===== config.mk =====
export PLATFORM = sky130hd
export DESIGN_NAME = lapt_isqrt
export DESIGN_NICKNAME = d
export VERILOG_FILES = /design/src/sv/lapt_pkg.sv /design/src/sv/lapt_isqrt.sv
export SDC_FILE = /design/constraint.sdc
export NUM_CORES = 1
export LEC_CHECK = 0
export ABC_CLOCK_PERIOD_IN_PS = 3300
export BUFFER_PORTS_ARGS = -buffer_cell sky130_fd_sc_hd__buf_2
export CORE_MARGIN = 2
export CORE_UTILIZATION = 40
export DETAILED_ROUTE_END_ITERATION = 10
export HOLD_SLACK_MARGIN = 0.12
export PLACE_DENSITY = 0.67
export SYNTH_ARGS = -nofsm -noshare
export SYNTH_HDL_FRONTEND = slang
export SYNTH_SLANG_ARGS = --single-unit

===== constraint.sdc =====
create_clock -name clk -period 3.3 [get_ports clk]
set_clock_uncertainty 0.15 [all_clocks]
set_input_delay 0.33 -clock clk [delete_from_list [all_inputs] [get_ports clk]]
set_output_delay 0.33 -clock clk [all_outputs]
set_load 0.02 [all_outputs]

===== src/sv/lapt_pkg.sv =====
package lapt_pkg;

	localparam int SQRT_STEPS = 20;
	localparam int ANG_W = 27;
	localparam int VEC_W = 40;
	localparam int ARG_W = 22;
	localparam logic signed [ANG_W-1:0] DEG90 = 27'sd5898240;
	localparam logic signed [27:0] DEG180 = 28'sd11796480;
	localparam logic signed [18:0] PAN_MAX = 19'sd46080;

	typedef enum logic [1:0] {
		REG_NECK_HEIGHT = 2'd0,
		REG_EYE_OFFSET  = 2'd1,
		REG_TILT_LIMIT  = 2'd2,
		REG_NONE        = 2'd3
	} cfg_reg_t;

	function automatic logic [21:0] atan_coef(input int i);
		logic [21:0] v;
		unique case (i)
			0: v = 22'd2949120;
			1: v = 22'd1740967;
			2: v = 22'd919879;
			3: v = 22'd466945;
			4: v = 22'd234379;
			5: v = 22'd117304;
			6: v = 22'd58666;
			7: v = 22'd29335;
			8: v = 22'd14668;
			9: v = 22'd7334;
			10: v = 22'd3667;
			11: v = 22'd1833;
			12: v = 22'd917;
			13: v = 22'd458;
			14: v = 22'd229;
			15: v = 22'd115;
			16: v = 22'd57;
			17: v = 22'd29;
			18: v = 22'd14;
			19: v = 22'd7;
			20: v = 22'd4;
			21: v = 22'd2;
			22: v = 22'd1;
			default: v = 22'd0;
		endcase
		return v;
	endfunction

endpackage


===== src/sv/lapt_isqrt.sv =====
module lapt_isqrt (
	input  logic        clk,
	input  logic        en,
	input  logic [39:0] radicand,
	output logic [19:0] root
);

	logic [39:0] rem_s [0:lapt_pkg::SQRT_STEPS];
	logic [40:0] res_s [0:lapt_pkg::SQRT_STEPS];

	assign rem_s[0] = radicand;
	assign res_s[0] = '0;

	for (genvar k = 0; k < lapt_pkg::SQRT_STEPS; k++) begin : g_step
		localparam logic [40:0] BIT = 41'd1 << (2 * (lapt_pkg::SQRT_STEPS - 1 - k));
		logic [40:0] trial;
		assign trial = res_s[k] + BIT;
		always_ff @(posedge clk) begin
			if (en) begin
				if ({1'b0, rem_s[k]} >= trial) begin
					rem_s[k+1] <= rem_s[k] - trial[39:0];
					res_s[k+1] <= (res_s[k] >> 1) + BIT;
				end else begin
					rem_s[k+1] <= rem_s[k];
					res_s[k+1] <= res_s[k] >> 1;
				end
			end
		end
	end

	assign root = res_s[lapt_pkg::SQRT_STEPS][19:0];

endmodule


==> results.md <==
* Synth Area in Compound Gates at 0.0902
* Count leader, synth: edfxtp_1
* Gr usage total at 0.157
* Die area at roughly 120000 um^2
* Post-Route WL at between 90 and 100 mm
* Row count at 124
* Post-route ant nets at 0
* Setup crit start kind: flip-flop
* Share of layout cells above drive strength 1 at 0.126
* CTS buffer count at 97
* Mux cell area share after synthesis at 0.00953
* CP endpoint kind: flip-flop
* Post-synthesis sequential area ratio at 0.630
* Port bufs at 61
* Synth top area cells: edfxtp_1 63%, ha_1 6.1%, xnor2_1 3.2%
* HP Class: in -> reg
* Die Span Y at 344 um
* Vias in the first global route at 29600
* P&R area growth vs syn at 16.1%
* Total number of vias at between 20000 and 30000
* CTS root buffer: clkbuf_16
* CP max FO at 3
* Xor-xnor portion of the synthesized cell area at 0.0572
* Slew Viols, Final at 0
* Final worst-path cycle share at 0.989
* CTS tree: yes
* Clk slew on worst S/H paths at approximately 0.06 ns
* Yosys top cell area share at 0.630
* Detailed Routing Iterations Pass 1 at 7
* Yosys top cell by area: edfxtp_1
* Main combinational cell family by area after synthesis: simple AND/OR/NAND/NOR gates
* Tightest Pin Transition at between 0.8 and 0.9 ns
* Via density at approximately 5
* Commonest cells in the netlist: 970 x edfxtp_1, 283 x inv_1, 250 x nand2_1
* Bufs on Longest Clock Path at 3
* Core area at approximately 110000 um^2
* Setup Viol. Count Final at 0
* Synthesized instance count at approximately 3600
* CP Data Arrival Time at between 3 and 4 ns
* H-tree Lvls at 3
* Max Cap Viol at 0
* Worst skew pair latency at 0.71 ns
* Simple-Gate Fraction of Synth Area at 0.122
* Initial antenna violation count at 0
* # DRC at 0
* Setup WS post-layout at around 0.035 ns
* Initial DRC Count at about 1500
* F_max at between 300 and 400 MHz
* Util after Layout at 0.469
* EDFF count, synth at 970
* Grt ovf at 0
* Fin. Hold Viols at 0
* Peak VDD IR at about 0.00057 V
* Non-Filler Instances at around 5500
* Cell variety after synth at 96
* Hold WS at about 0.18 ns
* Syn_nets at 3876
* Pwr dens at approximately 630 nW/um^2
* CP required at roughly 3.6 ns
* #FFs+latches synth at slightly below 1000
* DP Cell Count at between 5000 and 6000
* Async set-reset flop share out of synthesis at 0
* Kind of critical path: reg -> reg
* Netlist Area Pre-Place at about 46000 um^2
* Syn. warnings at 0
* Pre-CTS WS at -0.549 ns
* Synth Area per Inst at around 13 um^2
* Run status: finished, final reports clean
* First-pass GRT wire length at 148 mm
* Boundary Pins at 62
* Routability cong. at approximately 0.9
* Min cycle time layout at about 3.3 ns
* Slew headroom at 0.385
* Die width at 344 um
* RSZ-0062 raised after global routing: yes
* Clk sinks at 970
* Fill cell count at about 10000
* WL/cell at around 17 um
* Adder-cell share of the synthesized area at 0.0612
* Pleak at a little over 20 nW
* Starting Density at 0.404
* ANT cells at 0
* Post-synth top flop: edfxtp_1
* Net count, final at around 4200
* Largest net degree at the start of global routing at 139
* Post-DP HPWL at about 69 mm
-- critical path: stages, from the launching register on --
cell and delay (ns):
edfxtp_1 0.39, ha_1 0.33, nor4bb_4 0.36, nand4_1 0.19
nor4_4 0.41, buf_4 0.19, a21oi_2 0.06, buf_4 0.14
a2111o_1 0.45, nor4_2 0.21, xor2_1 0.12
-- metrics by stage --
step / setup TNS, ns / power (mW) / cell area [um^2]
after floorplan: 0 / 20.5 / 46200
after global placement: -13.91 / 22.6 / 49600
after detailed placement: -13.17 / 22.7 / 49600
after CTS: -0.0671 / 34.0 / 53400
after global routing: -0.109 / 35.4 / 53700
final: 0 / 33.8 / 53700
-- cell usage in the layout (no fill, tap or decap), types with 105 or more instances in the layout --
master	count
nor2_1	249
nor4_1	105
o21ai_0	162
buf_4	158
inv_1	283
edfxtp_1	970
ha_1	220
nand2_1	250
a21oi_1	195
xnor2_1	171
xor2_1	131
-- kinds of logic (layout without fill, tap and decap cells) --
| family | count (synthesis) | in the layout |
|---|---|---|
| AOI/OAI and AO/OA | 653 | 653 |
| xor gates and xnor gates | 302 | 302 |
| adders and majority gates | 226 | 226 |
| muxes | 40 | 40 |
| buffers and inverters | 346 | 742 |
| DFF | 970 | 970 |
| and+or+nand+nor | 1071 | 1071 |
-- report_power, final --
part	leakage, nW	internal (mW)	switching [mW]
sequential	9.29	15.4	0.995
combinational	9.35	2.74	3.42
clock	1.60	6.48	4.71
total	20.2	24.7	9.13
-- metal layers --
metal,vias to the layer above,global-route usage,wire [um]
met5,-,0,0
met3,227,0.0218,2540
met2,484,0.321,52300
met1,13600,0.150,33300
met4,0,0.0794,4650
li1,14100,-,-
-- flip-flops by register name, summed over array words and instances (netlist names) --
| signal | cells |
|---|---|
| rem_s | 760 |
| res_s | 190 |
| root | 20 |
-- worst paths after layout --
path | from | endpoint | slack [ns] | cells after the start
worst max-delay path | rem_s[168] | rem_s[155] | 0.04 | 10
worst min-delay path | radicand[37] | rem_s[797] | 0.18 | 2
worst max register to register | rem_s[168] | rem_s[155] | 0.04 | 10
worst min register to register | res_s[521] | res_s[479] | 0.27 | 0
-- layout make-up --
cell class | count | area [um^2] | share of cell area
sequential | 970 | 29100 | 0.543
inverter | 284 | 1070 | 0.0199
timing repair buffer | 278 | 2250 | 0.0420
clock buffer | 111 | 2480 | 0.0462
multi-input combinational | 2292 | 16000 | 0.298
tap | 1512 | 1890 | 0.0353
clock inverter | 69 | 831 | 0.0155
-- repair_timing --
action                     4_1_cts  5_1_grt
hold buffers                    42        0
hold endpoints to repair        59        0
setup buffers                    0        4
pin swaps                        1        8
setup endpoints to repair       40       74
gates resized for setup          9       40
(Power assumes the default switching activity.)
