File: config.mk
export PLATFORM = sky130hd
export DESIGN_NAME = lapt_cordic
export DESIGN_NICKNAME = d
export VERILOG_FILES = /design/src/sv/lapt_pkg.sv /design/src/sv/lapt_cordic.sv
export SDC_FILE = /design/constraint.sdc
export NUM_CORES = 2
export LEC_CHECK = 0
export ABC_AREA = 0
export BUFFER_PORTS_ARGS = -buffer_cell sky130_fd_sc_hd__buf_2
export CAP_MARGIN = 10
export CORE_MARGIN = 4
export CORE_UTILIZATION = 50
export DETAILED_ROUTE_END_ITERATION = 10
export GPL_TIMING_DRIVEN = 0
export PLACE_DENSITY = 0.76
export SETUP_SLACK_MARGIN = 0.3
export SYNTH_ARGS = -nofsm -noshare
export SYNTH_HDL_FRONTEND = slang
export SYNTH_SLANG_ARGS = --single-unit
File: constraint.sdc
create_clock -name clk -period 5.35 [get_ports clk]
set_input_delay 1.07 -clock clk [delete_from_list [all_inputs] [get_ports clk]]
set_output_delay 1.07 -clock clk [all_outputs]
set_load 0.01 [all_outputs]
File: src/sv/lapt_pkg.sv
package lapt_pkg;

	localparam int SQRT_STEPS = 20;
	localparam int ANG_W = 27;
	localparam int VEC_W = 40;
	localparam int ARG_W = 22;
	localparam logic signed [ANG_W-1:0] DEG90 = 27'sd5898240;
	localparam logic signed [27:0] DEG180 = 28'sd11796480;
	localparam logic signed [18:0] PAN_MAX = 19'sd46080;

	typedef enum logic [1:0] {
		REG_NECK_HEIGHT = 2'd0,
		REG_EYE_OFFSET  = 2'd1,
		REG_TILT_LIMIT  = 2'd2,
		REG_NONE        = 2'd3
	} cfg_reg_t;

	function automatic logic [21:0] atan_coef(input int i);
		logic [21:0] v;
		unique case (i)
			0: v = 22'd2949120;
			1: v = 22'd1740967;
			2: v = 22'd919879;
			3: v = 22'd466945;
			4: v = 22'd234379;
			5: v = 22'd117304;
			6: v = 22'd58666;
			7: v = 22'd29335;
			8: v = 22'd14668;
			9: v = 22'd7334;
			10: v = 22'd3667;
			11: v = 22'd1833;
			12: v = 22'd917;
			13: v = 22'd458;
			14: v = 22'd229;
			15: v = 22'd115;
			16: v = 22'd57;
			17: v = 22'd29;
			18: v = 22'd14;
			19: v = 22'd7;
			20: v = 22'd4;
			21: v = 22'd2;
			22: v = 22'd1;
			default: v = 22'd0;
		endcase
		return v;
	endfunction

endpackage

File: src/sv/lapt_cordic.sv
module lapt_cordic #(
	parameter int ITER = 16
) (
	input  logic                                   clk,
	input  logic                                   en,
	input  logic signed [lapt_pkg::ARG_W-1:0]      px,
	input  logic signed [lapt_pkg::ARG_W-1:0]      py,
	output logic signed [lapt_pkg::ANG_W-1:0]      angle
);

	logic signed [lapt_pkg::VEC_W-1:0] cx_s [0:ITER];
	logic signed [lapt_pkg::VEC_W-1:0] cy_s [0:ITER];
	logic signed [lapt_pkg::ANG_W-1:0] cz_s [0:ITER];
	logic                              zf_s [0:ITER];
	logic signed [lapt_pkg::VEC_W-1:0] x0, y0;

	assign x0 = {{2{px[lapt_pkg::ARG_W-1]}}, px, 16'b0};
	assign y0 = {{2{py[lapt_pkg::ARG_W-1]}}, py, 16'b0};

	// quadrant fold
	always_ff @(posedge clk) begin
		if (en) begin
			zf_s[0] <= (px == '0) && (py == '0);
			if (x0 < 0) begin
				if (y0 >= 0) begin
					cx_s[0] <= y0;
					cy_s[0] <= -x0;
					cz_s[0] <= lapt_pkg::DEG90;
				end else begin
					cx_s[0] <= -y0;
					cy_s[0] <= x0;
					cz_s[0] <= -lapt_pkg::DEG90;
				end
			end else begin
				cx_s[0] <= x0;
				cy_s[0] <= y0;
				cz_s[0] <= '0;
			end
		end
	end

	for (genvar i = 0; i < ITER; i++) begin : g_iter
		localparam logic signed [lapt_pkg::ANG_W-1:0] ATN =
			$signed({5'b0, lapt_pkg::atan_coef(i)});
		logic signed [lapt_pkg::VEC_W-1:0] dx, dy;
		assign dx = cy_s[i] >>> i;
		assign dy = cx_s[i] >>> i;
		always_ff @(posedge clk) begin
			if (en) begin
				zf_s[i+1] <= zf_s[i];
				if (cy_s[i] >= 0) begin
					cx_s[i+1] <= cx_s[i] + dx;
					cy_s[i+1] <= cy_s[i] - dy;
					cz_s[i+1] <= cz_s[i] + ATN;
				end else begin
					cx_s[i+1] <= cx_s[i] - dx;
					cy_s[i+1] <= cy_s[i] + dy;
					cz_s[i+1] <= cz_s[i] - ATN;
				end
			end
		end
	end

	assign angle = zf_s[ITER] ? '0 : cz_s[ITER];

endmodule

==> results.md <==
* Outcome: finished, final reports clean
* Detailed-placement wirelength estimate at 259000 µm
* Met2 WL at 157000 µm
* Setup repair after global routing missed its margin: true
* Layout area overhead at 11.7%
* Number of placed cells counting well taps at 16401
* Routability-driven placement congestion ratio at 0.983
* Effective utilization at floorplan at 50.2%
* Clock tree from TritonCTS: yes
* Post-Syn Instances at 13089
* Count of pins on the block boundary at 73
* Length of routed wiring on met1 at 134000 µm
* Met3 Wirelength at 20000 µm
* Number of input and output port buffers inserted at 69
* Cts-stage hold buffer count at 0
* Count of nets after finishing at 14967
* Residual DRC at 0
* Kind of launch point of the worst setup path: flop
* Most frequent cells in the layout: sky130_fd_sc_hd__edfxtp_1 (1433), sky130_fd_sc_hd__ha_1 (1377), sky130_fd_sc_hd__a21oi_1 (1312), sky130_fd_sc_hd__xnor2_1 (1244), sky130_fd_sc_hd__nor2_1 (1087)
* Mean routed wirelength per cell at 19.6 µm
* Endpoint kind of the worst setup timing path: flop
* Cell Area, Placed at 129000 µm²
* Launch point of the worst hold path: zf_s[0][4]$_DFFE_PP_
* Area fraction in and, or, nand and nor cells after synthesis at 13.8%
* Final count of hold timing violations at 0
* Reg-to-Reg Start: cy_s[7][18]$_DFFE_PP_
* Uppermost routed layer: met5
* Fraction of registers with async set/reset at 0%
* Area contributors post-synth: sky130_fd_sc_hd__edfxtp_1 (35%), sky130_fd_sc_hd__ha_1 (14%), sky130_fd_sc_hd__xnor2_1 (8.9%), sky130_fd_sc_hd__a21oi_1 (5.5%), sky130_fd_sc_hd__xor2_1 (4.8%)
* Routed vias/inst at 5.97
* Maximum capacitance violations at 0
* Most common cell after layout, fill and taps aside: sky130_fd_sc_hd__edfxtp_1
* Endpoint required time on the critical path at 5.89 ns
* DR vias at 100711
* Wire length of the first global-routing pass at 516000 µm
* Synthesized area per cell at 9.43 µm²
* Global-route congestion overflow total at 0
* Minimum setup slack among reg-to-reg paths at 0.24 ns
* Transition time at the pin with the least slew margin at 1.04 ns
* DRT antenna net count at 0
* Post-synthesis sequential element count at 1433
* Core box area at 246000 µm²
* Cell chosen for the clock root: sky130_fd_sc_hd__clkbuf_16
* Post-synthesis instance area at 123000 µm²
* Number of antenna violations at the first check in global routing at 9
* Critical Setup Path Class: flop to flop
* Overall die area at 255000 µm²
* Cell row count at 182
* TritonRoute pass-1 iters at 7
* Syn Nets at 14556
* Number of enable-type register cells in the synthesized netlist at 1433
* Vias in the first global route at 95230
* Post-synthesis compound-gate area fraction at 20.2%
* Cts bufs inserted at 167
* Terminus of the critical flop-to-flop path: cx_s[8][36]$_DFFE_PP_
* Post-Synth XOR/XNOR Area at 13.7%
* Main combinational cell family by area after synthesis: compound AO/OA/AOI/OAI gates
* Cell type with the highest aggregate area in the netlist: sky130_fd_sc_hd__edfxtp_1
* Die width at 505 µm
* Proportion of synthesized area in mux cells at 0.446%
* Endpoint of the worst hold-timing path: zf_s[0][5]$_DFFE_PP_
* Top-area cell type share of the netlist area at 34.9%
* Final Instance Count excl. Fillers at 16863
* Fraction of final layout cells with drive strength greater than 1 at 7.82%
* Number of setup violations in the final report at 0
* Dominant synthesized flop cell: sky130_fd_sc_hd__edfxtp_1
* Share of synthesized cell area in full adder, half adder and majority cells at 14.6%
* Worst Hold Path Cells at 0
* Clock insertion delay at the later pin of the skew report at 0.87 ns
* Die boundary height at 505 µm
* Max-slew violation count at 0
* Clock Skew at 0.0698 ns
* Final non-filler cell area at 138000 µm²
* Critical Path Fanout Max at 5
* Sum of routed wire length over all layers at 331000 µm
* Number of design-rule violations left by the first detailed-router iteration at 7926
* R2r worst-path depth at 20
* Overall fraction of global-route tracks in use at 24.8%
* Clock H-tree levels at 4
* Tcrit/Tclk final at 95.6%
* Largest net degree at the start of global routing at 74
* Final critical path time including I/O delays and setup at 5.11 ns
* Clock net sink count at 1433
* Maximum count of clock buffers along a single path at 3
* Worst slew margin at 30.1%
* Crit path arrival time at 5.66 ns
* Post-synth cell types at 95
* Max Clk Rate at 0.196 GHz
* YS warnings at 0
* Hold Path Class: flop to flop
* Clock transition at path regs at 0.06 ns
* Sequential element share of the synthesized area at 34.9%
-- state kept, by name (all words and copies together) (netlist names) --
name  count
cx_s    508
zf_s     17
cy_s    519
cz_s    389
-- stage by stage --
stage          hold slack [ns]  setup slack, ns  setup TNS, ns  util, %
6_report                 0.414            0.235              0     56.1
5_1_grt                  0.429           0.0105              0     56.1
4_1_cts                  0.423            0.201              0     55.2
3_5_place_dp             0.410            -2.95       -1158.40     52.3
3_3_place_gp             0.403            -5.06       -5004.40     52.1
2_1_floorplan            0.400            0.194              0        -
-- cells in the mapped netlist, types with 25 or more instances --
cell type                  number
sky130_fd_sc_hd__o41ai_1       72
sky130_fd_sc_hd__nand3_1      213
sky130_fd_sc_hd__o21a_1       177
sky130_fd_sc_hd__and4_1        29
sky130_fd_sc_hd__xnor2_1     1252
sky130_fd_sc_hd__or4_1         47
sky130_fd_sc_hd__fa_1          33
sky130_fd_sc_hd__inv_1        536
sky130_fd_sc_hd__a21boi_0      56
sky130_fd_sc_hd__nand2_1      797
sky130_fd_sc_hd__o21ai_0      767
sky130_fd_sc_hd__o211ai_1      55
sky130_fd_sc_hd__o21bai_1     164
sky130_fd_sc_hd__a21oi_1     1345
sky130_fd_sc_hd__or2_2         45
sky130_fd_sc_hd__a31oi_1      111
sky130_fd_sc_hd__clkbuf_1     195
sky130_fd_sc_hd__edfxtp_1    1433
sky130_fd_sc_hd__o31ai_1      189
sky130_fd_sc_hd__mux2i_1       37
sky130_fd_sc_hd__and3_1       111
sky130_fd_sc_hd__nor4_1        95
sky130_fd_sc_hd__a211oi_1      81
sky130_fd_sc_hd__a211o_1       30
sky130_fd_sc_hd__nand4_1       81
sky130_fd_sc_hd__nand2b_1     222
sky130_fd_sc_hd__a31o_2        28
sky130_fd_sc_hd__a21o_1       564
sky130_fd_sc_hd__or3_1         95
sky130_fd_sc_hd__ha_1        1388
sky130_fd_sc_hd__nor2b_1      200
sky130_fd_sc_hd__nor2_1      1108
sky130_fd_sc_hd__nor3_1       325
sky130_fd_sc_hd__xor2_1       675
sky130_fd_sc_hd__nor3b_1       25
sky130_fd_sc_hd__and2_1        72
-- what timing repair did --
item                       CTS  global route
setup endpoints to repair  781           194
cloned                       2             1
resized for setup          269           345
pin swaps                   36           102
buffers inserted            50            95
-- layout make-up --
cell class | count | area (µm²)
Clock inverter | 108 | 1350
Timing Repair Buffer | 241 | 2060
Fill cell | 21287 | 108000
Inverter | 545 | 2090
Clock buffer | 195 | 4310
Sequential cell | 1433 | 43000
Timing Repair inverter | 1 | 5.00
Buffer | 223 | 1340
Tap cell | 3220 | 4030
Antenna cell | 9 | 22.5
Multi-Input combinational cell | 10888 | 79600
-- worst max-delay path by stage --
stage | startpoint | end | cells past startpoint | slack [ns]
floorplan | en | cy_s[8][38]$_DFFE_PP_ | 19 | 0.19
CTS | en | cy_s[7][35]$_DFFE_PP_ | 23 | 0.20
global placement | en | cz_s[16][26]$_DFFE_PP_ | 19 | -5.06
finish | cy_s[7][18]$_DFFE_PP_ | cx_s[8][36]$_DFFE_PP_ | 20 | 0.24
detailed placement | en | cy_s[12][37]$_DFFE_PP_ | 19 | -2.95
global route | cy_s[7][19]$_DFFE_PP_ | cx_s[8][36]$_DFFE_PP_ | 20 | 0.01
-- per-layer routing --
layer,vias up,track usage [%]
li1,49272,-
met2,3299,42.4
met5,-,0
met3,952,3.56
met4,6,12.9
met1,47182,30.4
-- cells by family (layout without fill, tap and decap cells) --
kind of cell | count (synthesis) | after routing
AOI/OAI and AO/OA | 3947 | 3947
and+or+nand+nor | 3539 | 3539
adders and majority gates | 1421 | 1421
DFF | 1433 | 1433
xor gates and xnor gates | 1927 | 1927
muxes | 53 | 53
buffers and inverters | 768 | 1313
other | 1 | 10
-- critical path, cell delays in order, from the launching register on --
cell and delay [ns]:
sky130_fd_sc_hd__edfxtp_1 0.42, sky130_fd_sc_hd__or3_4 0.42, sky130_fd_sc_hd__or4_4 0.45, sky130_fd_sc_hd__nor3_4 0.21
sky130_fd_sc_hd__nand2_2 0.08, sky130_fd_sc_hd__or4_4 0.43, sky130_fd_sc_hd__or4_4 0.46, sky130_fd_sc_hd__o41ai_4 0.23
sky130_fd_sc_hd__xor2_1 0.19, sky130_fd_sc_hd__ha_2 0.31, sky130_fd_sc_hd__a21o_1 0.18, sky130_fd_sc_hd__a21o_1 0.18
sky130_fd_sc_hd__a21o_1 0.19, sky130_fd_sc_hd__a21o_1 0.18, sky130_fd_sc_hd__a21o_1 0.18, sky130_fd_sc_hd__a21oi_2 0.13
sky130_fd_sc_hd__o21bai_1 0.09, sky130_fd_sc_hd__a21oi_2 0.18, sky130_fd_sc_hd__o21bai_1 0.11, sky130_fd_sc_hd__a21oi_2 0.15
sky130_fd_sc_hd__xnor2_1 0.07
Power is left out: the tool's default activity adds up to more than one toggle a clock period on the data nets, which glitch-free logic cannot reach.
